--- src/hw/rtl/psg_pkg.sv ---
// Shared types, command codes and envelope shape tables for the sound generator.
// Depends on nothing.
package psg_pkg;

  localparam int DivW = 24;
  localparam int DivCntW = 5;
  localparam int ToneW = 15;
  localparam int EnvW = 24;

  typedef enum logic [1:0] {
    CMD_SELECT = 2'd0,
    CMD_WRITE  = 2'd1,
    CMD_TICK   = 2'd2,
    CMD_NONE   = 2'd3
  } cmd_t;

  typedef enum logic [1:0] {
    SHAPE_LOW  = 2'd0,
    SHAPE_HIGH = 2'd1,
    SHAPE_UP   = 2'd2,
    SHAPE_DOWN = 2'd3
  } shape_kind_t;

  localparam logic [3:0] REG_SHAPE = 4'd13;

  // Divider status toward the sequencer.
  typedef struct packed {
    logic            done;
    logic [DivW-1:0] quo;
    logic [DivW-1:0] rem;
  } div_status_t;

  // Segment kind of a shape in a phase.
  function automatic shape_kind_t shape_kind(input logic [3:0] shape, input logic phase);
    shape_kind_t k;
    k = SHAPE_LOW;
    if (!phase) begin
      k = (shape inside {4'd4, 4'd5, 4'd6, 4'd7, 4'd12, 4'd13, 4'd14, 4'd15}) ?
          SHAPE_UP : SHAPE_DOWN;
    end else begin
      case (shape)
        4'd8:    k = SHAPE_DOWN;
        4'd10:   k = SHAPE_UP;
        4'd11:   k = SHAPE_HIGH;
        4'd12:   k = SHAPE_UP;
        4'd13:   k = SHAPE_HIGH;
        4'd14:   k = SHAPE_DOWN;
        default: k = SHAPE_LOW;
      endcase
    end
    return k;
  endfunction

  function automatic logic shape_repeat(input logic [3:0] shape);
    return shape == 4'd8 || shape == 4'd10 || shape == 4'd12 || shape == 4'd14;
  endfunction

  // Envelope level for a segment kind and step.
  function automatic logic [3:0] env_level_of(input shape_kind_t k, input logic [3:0] step);
    logic [3:0] l;
    l = 4'd0;
    case (k)
      SHAPE_LOW:  l = 4'd0;
      SHAPE_HIGH: l = 4'd15;
      SHAPE_UP:   l = step;
      default:    l = 4'd15 - step;
    endcase
    return l;
  endfunction

endpackage

--- src/hw/rtl/psg_div.sv ---
// Restoring divider, one quotient bit per cycle, shared by the envelope and tone counters.
// Depends on psg_pkg.
module psg_div import psg_pkg::*; (
  input  logic            clk,
  input  logic            rst,
  input  logic            start,
  input  logic [DivW-1:0] dividend,
  input  logic [DivW-1:0] divisor,
  output div_status_t     status
);

  logic [DivCntW-1:0] cnt;
  logic [DivW-1:0]    dvd;
  logic [DivW-1:0]    dsr;
  logic [DivW-1:0]    rem;
  logic [DivW-1:0]    quo;
  logic               done;
  logic [DivW:0]      trial;
  logic               fits;

  assign trial = {rem, dvd[DivW-1]};
  assign fits  = trial >= {1'b0, dsr};

  // Shift in one dividend bit per cycle, subtract when it fits.
  always_ff @(posedge clk) begin
    if (rst) begin
      cnt  <= '0;
      done <= 1'b0;
    end else begin
      done <= 1'b0;
      if (start) begin
        cnt <= DivCntW'(DivW);
        dvd <= dividend;
        dsr <= divisor;
        rem <= '0;
        quo <= '0;
      end else if (cnt != '0) begin
        dvd <= dvd << 1;
        rem <= fits ? DivW'(trial - {1'b0, dsr}) : trial[DivW-1:0];
        quo <= {quo[DivW-2:0], fits};
        cnt <= cnt - 1'b1;
        if (cnt == DivCntW'(1)) done <= 1'b1;
      end
    end
  end

  assign status = '{done: done, quo: quo, rem: rem};

endmodule

--- src/hw/rtl/programmable_sound_generator.sv ---
// Three-channel sound generator with a register-port command stream.
// Usage:
//  s_tuser carries the command (select, write, tick), s_tdata the byte.
//  Every accepted transaction yields one result transaction on m_* with the
//  three channel level codes held from the most recent tick.
// Sequence:
//  select and write: through ST_RESULT to the output register.
//  tick: noise catch-up in ST_NOISE, then five divisions on the one shared
//  restoring divider (envelope wrap, envelope step, three tone counters),
//  then ST_MIX and ST_RESULT. s_tready is high only in idle, so one
//  transaction is in work at a time.
// Stall:
//  The result sits in an output register; the next command is taken while
//  it waits. A finished result waits until the register frees up.
// Reset:
//  rst clears all registers, counters and levels; the noise shifter is set
//  to all ones. No clearing pass is needed.
module programmable_sound_generator import psg_pkg::*; (
  input  logic        clk,
  input  logic        rst,
  input  logic        s_tvalid,
  output logic        s_tready,
  input  logic [7:0]  s_tdata,   // data[7:0]
  input  logic [1:0]  s_tuser,   // command[1:0]
  output logic        m_tvalid,
  input  logic        m_tready,
  output logic [15:0] m_tdata    // level_a[3:0], level_b[7:4], level_c[11:8], zero
);

  typedef enum logic [3:0] {
    ST_IDLE, ST_NOISE, ST_ENV_GO, ST_ENV_WAIT, ST_STEP_GO, ST_STEP_WAIT,
    ST_TONE_GO, ST_TONE_WAIT, ST_MIX, ST_RESULT
  } state_t;

  state_t            state;
  logic [7:0]        regs [16];
  logic [3:0]        sel;
  logic [ToneW-1:0]  tone_count [3];
  logic [2:0]        tone_bit;
  logic [7:0]        noise_count;
  logic [16:0]       noise_shifter;
  logic              noise_bit;
  logic [EnvW-1:0]   env_count;
  logic              env_phase;
  logic [3:0]        env_level;
  logic [3:0]        level [3];
  logic [1:0]        ch;

  logic [7:0]        noise_len;
  logic [EnvW-1:0]   env_len;
  logic [EnvW-1:0]   env_dur;
  logic [ToneW-1:0]  tone_len;
  logic [11:0]       tone_period;
  logic              div_start;
  logic [DivW-1:0]   div_dividend;
  logic [DivW-1:0]   div_divisor;
  div_status_t       div_st;
  logic [3:0]        shape;
  cmd_t              cmd;

  assign cmd   = cmd_t'(s_tuser);
  assign shape = regs[REG_SHAPE][3:0];
  assign s_tready = (state == ST_IDLE);

  // Divider lengths from the period registers.
  assign noise_len = (regs[6][4:0] == 5'd0) ? 8'd1 : {regs[6][4:0], 3'b000};
  assign env_len   = ({regs[12], regs[11]} == 16'd0) ? EnvW'(128) :
                     {regs[12], regs[11], 8'h00};
  assign env_dur   = env_len >> 4;
  assign tone_period = {regs[{1'b0, ch, 1'b1}][3:0], regs[{1'b0, ch, 1'b0}]};
  assign tone_len  = (tone_period == 12'd0) ? ToneW'(1) : {tone_period, 3'b000};

  // Feed the shared divider for the active step.
  always_comb begin
    div_start    = 1'b0;
    div_dividend = '0;
    div_divisor  = '0;
    unique case (state)
      ST_ENV_GO: begin
        div_start    = 1'b1;
        div_dividend = env_count + 1'b1;
        div_divisor  = env_len;
      end
      ST_STEP_GO: begin
        div_start    = 1'b1;
        div_dividend = env_count;
        div_divisor  = env_dur;
      end
      ST_TONE_GO: begin
        div_start    = 1'b1;
        div_dividend = DivW'(ToneW'(tone_count[ch] + 1'b1));
        div_divisor  = DivW'(tone_len);
      end
      default: ;
    endcase
  end

  psg_div u_div (
    .clk      (clk),
    .rst      (rst),
    .start    (div_start),
    .dividend (div_dividend),
    .divisor  (div_divisor),
    .status   (div_st)
  );

  // Sequencer and all generator state.
  always_ff @(posedge clk) begin
    if (rst) begin
      state         <= ST_IDLE;
      for (int i = 0; i < 16; i++) regs[i] <= 8'd0;
      sel           <= 4'd0;
      for (int i = 0; i < 3; i++) begin
        tone_count[i] <= '0;
        level[i]      <= 4'd0;
      end
      tone_bit      <= 3'd0;
      noise_count   <= 8'd0;
      noise_shifter <= 17'h1FFFF;
      noise_bit     <= 1'b0;
      env_count     <= '0;
      env_phase     <= 1'b0;
      env_level     <= 4'd0;
      ch            <= 2'd0;
      m_tvalid      <= 1'b0;
    end else begin
      if (m_tvalid && m_tready && state != ST_RESULT) m_tvalid <= 1'b0;
      unique case (state)
        ST_IDLE: begin
          if (s_tvalid) begin
            state <= ST_RESULT;
            case (cmd)
              CMD_SELECT: sel <= s_tdata[3:0];
              CMD_WRITE: begin
                regs[sel] <= s_tdata;
                if (sel == REG_SHAPE) begin
                  env_count <= '0;
                  env_phase <= 1'b0;
                  env_level <= env_level_of(shape_kind(s_tdata[3:0], 1'b0), 4'd0);
                end
              end
              CMD_TICK: begin
                noise_count <= noise_count + 1'b1;
                state       <= ST_NOISE;
              end
              default: ;
            endcase
          end
        end
        ST_NOISE: begin
          // Catch up one noise shift per cycle.
          if (noise_count >= noise_len) begin
            noise_count   <= noise_count - noise_len;
            noise_shifter <= {noise_shifter[0] ^ noise_shifter[4], noise_shifter[16:1]};
            noise_bit     <= noise_bit ^ noise_shifter[0];
          end else begin
            state <= ST_ENV_GO;
          end
        end
        ST_ENV_GO: state <= ST_ENV_WAIT;
        ST_ENV_WAIT: begin
          if (div_st.done) begin
            env_count <= div_st.rem;
            if (div_st.quo != '0) begin
              env_phase <= shape_repeat(shape) ? (env_phase ^ div_st.quo[0]) : 1'b1;
            end
            state <= ST_STEP_GO;
          end
        end
        ST_STEP_GO: state <= ST_STEP_WAIT;
        ST_STEP_WAIT: begin
          if (div_st.done) begin
            env_level <= env_level_of(shape_kind(shape, env_phase), div_st.quo[3:0]);
            ch        <= 2'd0;
            state     <= ST_TONE_GO;
          end
        end
        ST_TONE_GO: state <= ST_TONE_WAIT;
        ST_TONE_WAIT: begin
          if (div_st.done) begin
            tone_count[ch] <= div_st.rem[ToneW-1:0];
            tone_bit[ch]   <= tone_bit[ch] ^ div_st.quo[0];
            if (ch == 2'd2) begin
              state <= ST_MIX;
            end else begin
              ch    <= ch + 1'b1;
              state <= ST_TONE_GO;
            end
          end
        end
        ST_MIX: begin
          // Gate each channel by its tone and noise enables.
          for (int i = 0; i < 3; i++) begin
            if ((regs[7][i] | tone_bit[i]) & (regs[7][3+i] | noise_bit)) begin
              level[i] <= regs[8+i][4] ? env_level : regs[8+i][3:0];
            end else begin
              level[i] <= 4'd0;
            end
          end
          state <= ST_RESULT;
        end
        ST_RESULT: begin
          // Load the output register once it is free.
          if (!m_tvalid || m_tready) begin
            m_tdata  <= {4'd0, level[2], level[1], level[0]};
            m_tvalid <= 1'b1;
            state    <= ST_IDLE;
          end
        end
        default: state <= ST_IDLE;
      endcase
    end
  end

endmodule

--- config.mk ---
export PLATFORM = sky130hd
export DESIGN_NAME = programmable_sound_generator
export DESIGN_NICKNAME = d
export VERILOG_FILES = /design/src/hw/rtl/psg_pkg.sv /design/src/hw/rtl/psg_div.sv /design/src/hw/rtl/programmable_sound_generator.sv
export SDC_FILE = /design/constraint.sdc
export NUM_CORES = 1
export LEC_CHECK = 0
export ABC_AREA = 1
export BUFFER_PORTS_ARGS = -buffer_cell sky130_fd_sc_hd__buf_2
export CAP_MARGIN = 10
export CORE_MARGIN = 5
export CORE_UTILIZATION = 56
export DETAILED_ROUTE_END_ITERATION = 16
export PLACE_DENSITY = 0.7
export SETUP_SLACK_MARGIN = 0.4
export SKIP_CTS_REPAIR_TIMING = 1
export SLEW_MARGIN = 25
export SYNTH_ARGS = -nofsm -noshare
export SYNTH_HDL_FRONTEND = slang
export SYNTH_SLANG_ARGS = --single-unit
--- constraint.sdc ---
create_clock -name clk -period 10.5 [get_ports clk]
set_input_delay 3.15 -clock clk [delete_from_list [all_inputs] [get_ports clk]]
set_output_delay 3.15 -clock clk [all_outputs]
set_load 0.02 [all_outputs]
After elaboration in Yosys (flattened, before gate mapping)
Memory sizes are Yosys's and may differ from the RTL's. A register that Yosys moved wholly into a read port is not among the register bits.
Cells that the tools add are included.
{"block": "classes", "addsub": 8, "eq_ne": 49, "bitwise_logic": 21, "magnitude_cmp": 4, "reduce_logical": 45, "muxes": 126}
{"cell": "$mux W24", "count": 10}
{"cell": "$pmux W24 S3", "count": 2}
{"cell": "$mux W4", "count": 27}
{"cell": "$eq A4 B4 Y1 const B", "count": 14}
{"cell": "$mux W1", "count": 52}
{"cell": "$eq A4 B3 Y1 const B", "count": 12}
{"cell": "$pmux W24 S2", "count": 1}
{"cell": "$mux W8", "count": 5}
{"cell": "$pmux W4 S10", "count": 1}
{"cell": "$mux W15", "count": 2}
{"cell": "$mux W2", "count": 15}
{"cell": "$ge A25 B24 Y1", "count": 1}
{"cell": "$add A24 B1 Y24 const B", "count": 1}
{"cell": "$reduce_bool A24 Y1", "count": 1}
{"cell": "$sub A24 B24 Y24", "count": 1}
{"cell": "$logic_not A16 Y1", "count": 1}
{"cell": "$pmux W8 S2", "count": 1}
{"cell": "$reduce_bool A8 Y1", "count": 2}
{"cell": "$add A15 B1 Y15 const B", "count": 1}
{"cell": "$reduce_or A15 Y1", "count": 1}
{"cell": "$logic_not A12 Y1", "count": 1}
{"cell": "$ne A2 B1 Y1 const B", "count": 6}
{"cell": "$ne A2 B2 Y1 const B", "count": 6}
{"cell": "$or A1 B1 Y1", "count": 12}
{"cell": "42 further kinds", "count": 77}
{"block": "word_totals", "output_inout_bits": 18, "mem_count": 3, "inputBits": 14, "reg_bits": 171, "ramBits": 185, "word_cells": 274}
{"name": "regs", "words": 16, "width": 8, "rd": 10, "rd_clocked_by_memory_dff": 2, "write_ports": 16, "line": "programmable_sound_generator.sv:36", "text": "logic [7:0] regs [16];"}
{"name": "tone_count", "words": 3, "width": 15, "rd": 1, "rd_clocked_by_memory_dff": 1, "write_ports": 3, "line": "programmable_sound_generator.sv:38", "text": "logic [ToneW-1:0] tone_count [3];"}
{"name": "level", "words": 3, "width": 4, "rd": 3, "rd_clocked_by_memory_dff": 3, "write_ports": 3, "line": "programmable_sound_generator.sv:46", "text": "logic [3:0] level [3];"}

Longest topological paths before layout
{"block": "depth", "word_depth": 15, "depth_mapped": 15, "depth_no_buf": 15}

Cells and area by module
A second synthesis with hierarchy kept.
{"block": "unflattened", "hier_cells": 2285, "area_unflattened_um2": 18182.4}
{"mod": "programmable_sound_generator", "cells_per_inst": 1542, "seq_area_each_um2": 6456.2, "instances": 1, "area_each_um2": 12265.5}
{"mod": "psg_div", "cells_per_inst": 743, "seq_area_each_um2": 3002.9, "instances": 1, "area_each_um2": 5916.9}

Worst setup path after synthesis
OpenSTA, ideal clock, no wires.
{"block": "synth_timing", "path_type": "input-to-reg", "startpoint": "in rst", "endpoint": "reg u_div.dvd[0], enable pin", "path_buffers": 1, "arrival_ns": 8.427, "cell_stages": 2, "setup_ns": 0.601, "path_slack_ns": 1.471, "cell_sequence": "clkbuf_1 -> o21ai_0"}
{"block": "synth_via", "elab_chain_len": 2}
{"element": "start, declared", "line": "programmable_sound_generator.sv:20", "text": "input logic rst,"}
{"element": "$not A1 Y1 (no line)"}
{"element": "$reduce_and A2 Y1 (no line)"}
{"element": "end signal, assigned", "line": "psg_div.sv:33", "text": "dvd <= dividend;"}
{"element": "end signal, assigned", "line": "psg_div.sv:38", "text": "dvd <= dvd << 1;"}
{"element": "end, declared", "line": "psg_div.sv:13", "text": "logic [DivW-1:0] dvd;"}
No other way between the ends.
A chain may end at the register's enable or synchronous reset.

Worst setup path in the final report
{"block": "layout_timing", "startpoint": "in rst", "endpoint": "reg u_div.rem[1], enable pin"}
{"block": "layout_via", "elab_chain_len": 2}
{"element": "$not A1 Y1 (no line)"}
{"element": "$reduce_and A2 Y1 (no line)"}
{"element": "end signal, assigned", "line": "psg_div.sv:39", "text": "rem <= fits ? DivW'(trial - {1'b0, dsr}) : trial[DivW-1:0];"}
{"element": "end, declared", "line": "psg_div.sv:15", "text": "logic [DivW-1:0] rem;"}
No other way between the ends.

==> results.txt <==
----------------------------------------------------
[Route]
  Final antenna-violating net count ... 0
  Final routed wirelength across all metal layers ... 42560 um
  DR vias ... 13990
  Iteration count of the initial detailed-routing pass ... 5
  Routed vias/inst ... 5.575
  Wire length per cell ... 16.96 um
  Final routed DRC violation total ... 0
  DR iter-0 viols ... a little under 1000

[STA]
  Slew at the pin with the worst max-slew slack ... 0.9989 ns
  Setup Total Neg Slack ... 0 ns
  Final-report max-slew violation count ... 0
  Max Clock Freq ... around 190 MHz
  Hold Violations, Final ... 0
  Final clock skew ... 0.01799 ns
  Minimum hold slack ... 0.4184 ns
  RSZ-0062 raised after global routing ... no
  Post-route worst setup slack ... 5.316 ns
  Worst slew slack as a fraction of its limit ... 0.3324
  Setup violations, final ... 0
  Fin crit period ... 5.184 ns
  Share of the clock period used by the worst path after layout ... 0.4937

[Placed design]
  RePlAce Congestion ... 0.9217
  Worst setup slack after placement ... 4.794 ns
  Placed cell area ... 17870 sq um
  Half-perimeter wire length of the detailed placement result ... 30480 um
  Number of placed instances, taps included ... ~2400
  I/O Buffers ... 27

[Clocking]
  Total number of H-tree levels ... 2
  Clk_lat worst skew ... 0.53 ns
  Sinks on Clock Net ... between 300 and 400
  Clock tree from TritonCTS ... yes
  CTS buffer count ... 37
  Clock-pin slew on the worst setup and hold paths ... ~0.06 ns
  Clock buffer depth ... 3
  Clk root buf ... clkbuf_16

[Finish]
  Final core utilization ... 0.6206
  Fraction of final layout cells sized beyond drive strength 1 ... 0.06957
  Final std cell area, no fill ... roughly 19000 sq um
  Antenna Diode Count ... 0
  Area growth, synth to finish ... 9.069%
  Filler cell count ... 2625
  Non-filler instance count after layout ... 2509
  Nets ... 2138

[Global routing]
  Overall fraction of global-route tracks in use ... 0.2376
  GRT met3 Usage ... 0.03027
  Met2 demand-to-capacity share in global routing ... 0.4075
  Largest net degree at the start of global routing ... 73
  Peak-usage layer in the global routing report ... met2
  Number of global-route vias before repair ... 13410
  Met1 Resource Use GR ... 0.3146
  Antenna violations before repair ... 0
  Global-route wire length before repair ... 68570 um
  Final global-route overflow total ... 0

[Synth]
  Flip-flop and latch count after synthesis ... 340
  Share of flip-flops with an asynchronous set or reset after synthesis ... 0
  Post-synthesis cell type with the largest combined area ... edfxtp_1
  Library cells used by synthesis ... 46
  Most common cell in the netlist ... nand2_1
  Synthesized instance count ... 2073
  Most used flip-flop cell after synthesis ... edfxtp_1
  Number of flops mapped to enable cells by yosys ... 259
  Mapped Avg Cell Area ... 8.419 sq um
  Most frequent cells after synthesis ... nand2_1 (526), nor2_1 (300), edfxtp_1 (259)
  Cell area after synthesis ... 17450 sq um
  Yosys Warn Count ... 0
  Fraction of post-synthesis cell area in the top cell type by area ... 0.4457
  Cell types with the largest area share after synthesis ... edfxtp_1 (45%), nand2_1 (11%), dfxtp_1 (9.3%), nor2_1 (6.5%), inv_1 (5.1%)
  Part of the Yosys area used for sequential elements ... 0.5386

[Worst setup path]
  Endpoint type of the worst setup path ... register
  Worst Path Class, Setup ... in2reg
  Startpoint type of the worst setup path ... input pin
  Data required time at the worst endpoint ... 10.64 ns
  Worst EP arrival ... 5.32 ns
  Worst Path Max Fanout ... slightly above 70

[Power and ir drop]
  PnR Total Power ... 4.606 mW
  Power per cell area ... around 240 nW/um^2
  Leakage dissipation ... 8.112 nW
  Worst IR drop on VDD ... 0.1403 mV

[Floorplan]
  Core area ... 30670 sq um
  Die Footprint ... 34790 sq um
  Number of placed I/O pins ... 32
  Row count ... 64
  Horizontal die dimension ... 186.5 um
  Initial core utilization ... 0.5690
  Die Span Y ... 186.5 um

[Hold path]
  Worst hold path type ... reg2reg

[Flow run]
  Reported max-cap violation count ... 0

[Status]
  Status ... finished clean

----------------------------------------------------
-- critical path, cell delays in order --
cell,delay [ns]
buf_2,0.10
buf_4,0.31
inv_2,0.56
nand2_1,0.28
o21ai_4,0.10
buf_4,0.69
-- final timing paths --
path	cells past startpoint	startpoint	end	slack [ns]
max	6	rst	u_div.rem[1]	5.32
min	0	level[0][1]	m_tdata[1]	0.42
max reg2reg	10	state[1]	u_div.dvd[14]	6.91
min reg2reg	0	level[0][1]	m_tdata[1]	0.42
-- where the power goes --
group | internal (mW) | total [mW] | switching (mW)
clock network | 0.702 | 1.23 | 0.525
logic | 0.448 | 1.38 | 0.928
registers | 1.80 | 2.00 | 0.200
-- kinds of logic after synthesis --
| group | after synthesis | synth area share |
|---|---|---|
| DFF | 340 | 0.5386 |
| other | 1 | 0.0002149 |
| AOI/OAI and AO/OA | 256 | 0.08446 |
| and+or+nand+nor | 1097 | 0.2646 |
| adders and majority gates | 40 | 0.02868 |
| muxes | 4 | 0.002581 |
| xor gates and xnor gates | 16 | 0.008030 |
| buffers and inverters | 319 | 0.07284 |
-- placed cells by master, fill, tap and decap left out, types with 10 or more instances in the layout --
cell type and n:
nand2_1 526, nor2_1 298, edfxtp_1 259, inv_1 238, nand3_1 162, a21oi_1 94, o21ai_0 82, dfxtp_1 81
ha_1 40, clkbuf_16 37, nand4_1 33, buf_2 27, a22oi_1 24, nor3_1 21, o221ai_1 13, o22ai_1 13
inv_2 12, or2_2 12, buf_4 10
-- cell type report --
| type | count | area [sq um] | area share |
|---|---|---|---|
| Timing Repair Buffer | 37 | 210.2 | 0.01104 |
| Sequential cell | 340 | 9399 | 0.4938 |
| Inverter | 251 | 942.2 | 0.04950 |
| Tap cell | 396 | 495.5 | 0.02603 |
| Multi-Input combinational cell | 1417 | 6834 | 0.3590 |
| Clock buffer | 49 | 1041 | 0.05469 |
| Clock inverter | 19 | 112.6 | 0.005916 |
-- flip-flops by register name, indices dropped and copies added (netlist names), 8 cells and up, named ones only --
register       count
u_div.quo         24
tone_count        60
u_div.dvd         24
u_div.dsr         22
level             12
regs              85
m_tdata           12
noise_count        8
noise_shifter     17
env_count         24
u_div.rem         24
-- layer usage --
layer,wire (um),part of all wire,vias to the layer above
li1,-,-,6934
met1,18010,0.42,6499
met2,20680,0.49,453
met3,2404,0.056,101
met4,1463,0.034,0
met5,0,0,-
Power figures use the tool's default switching activity.
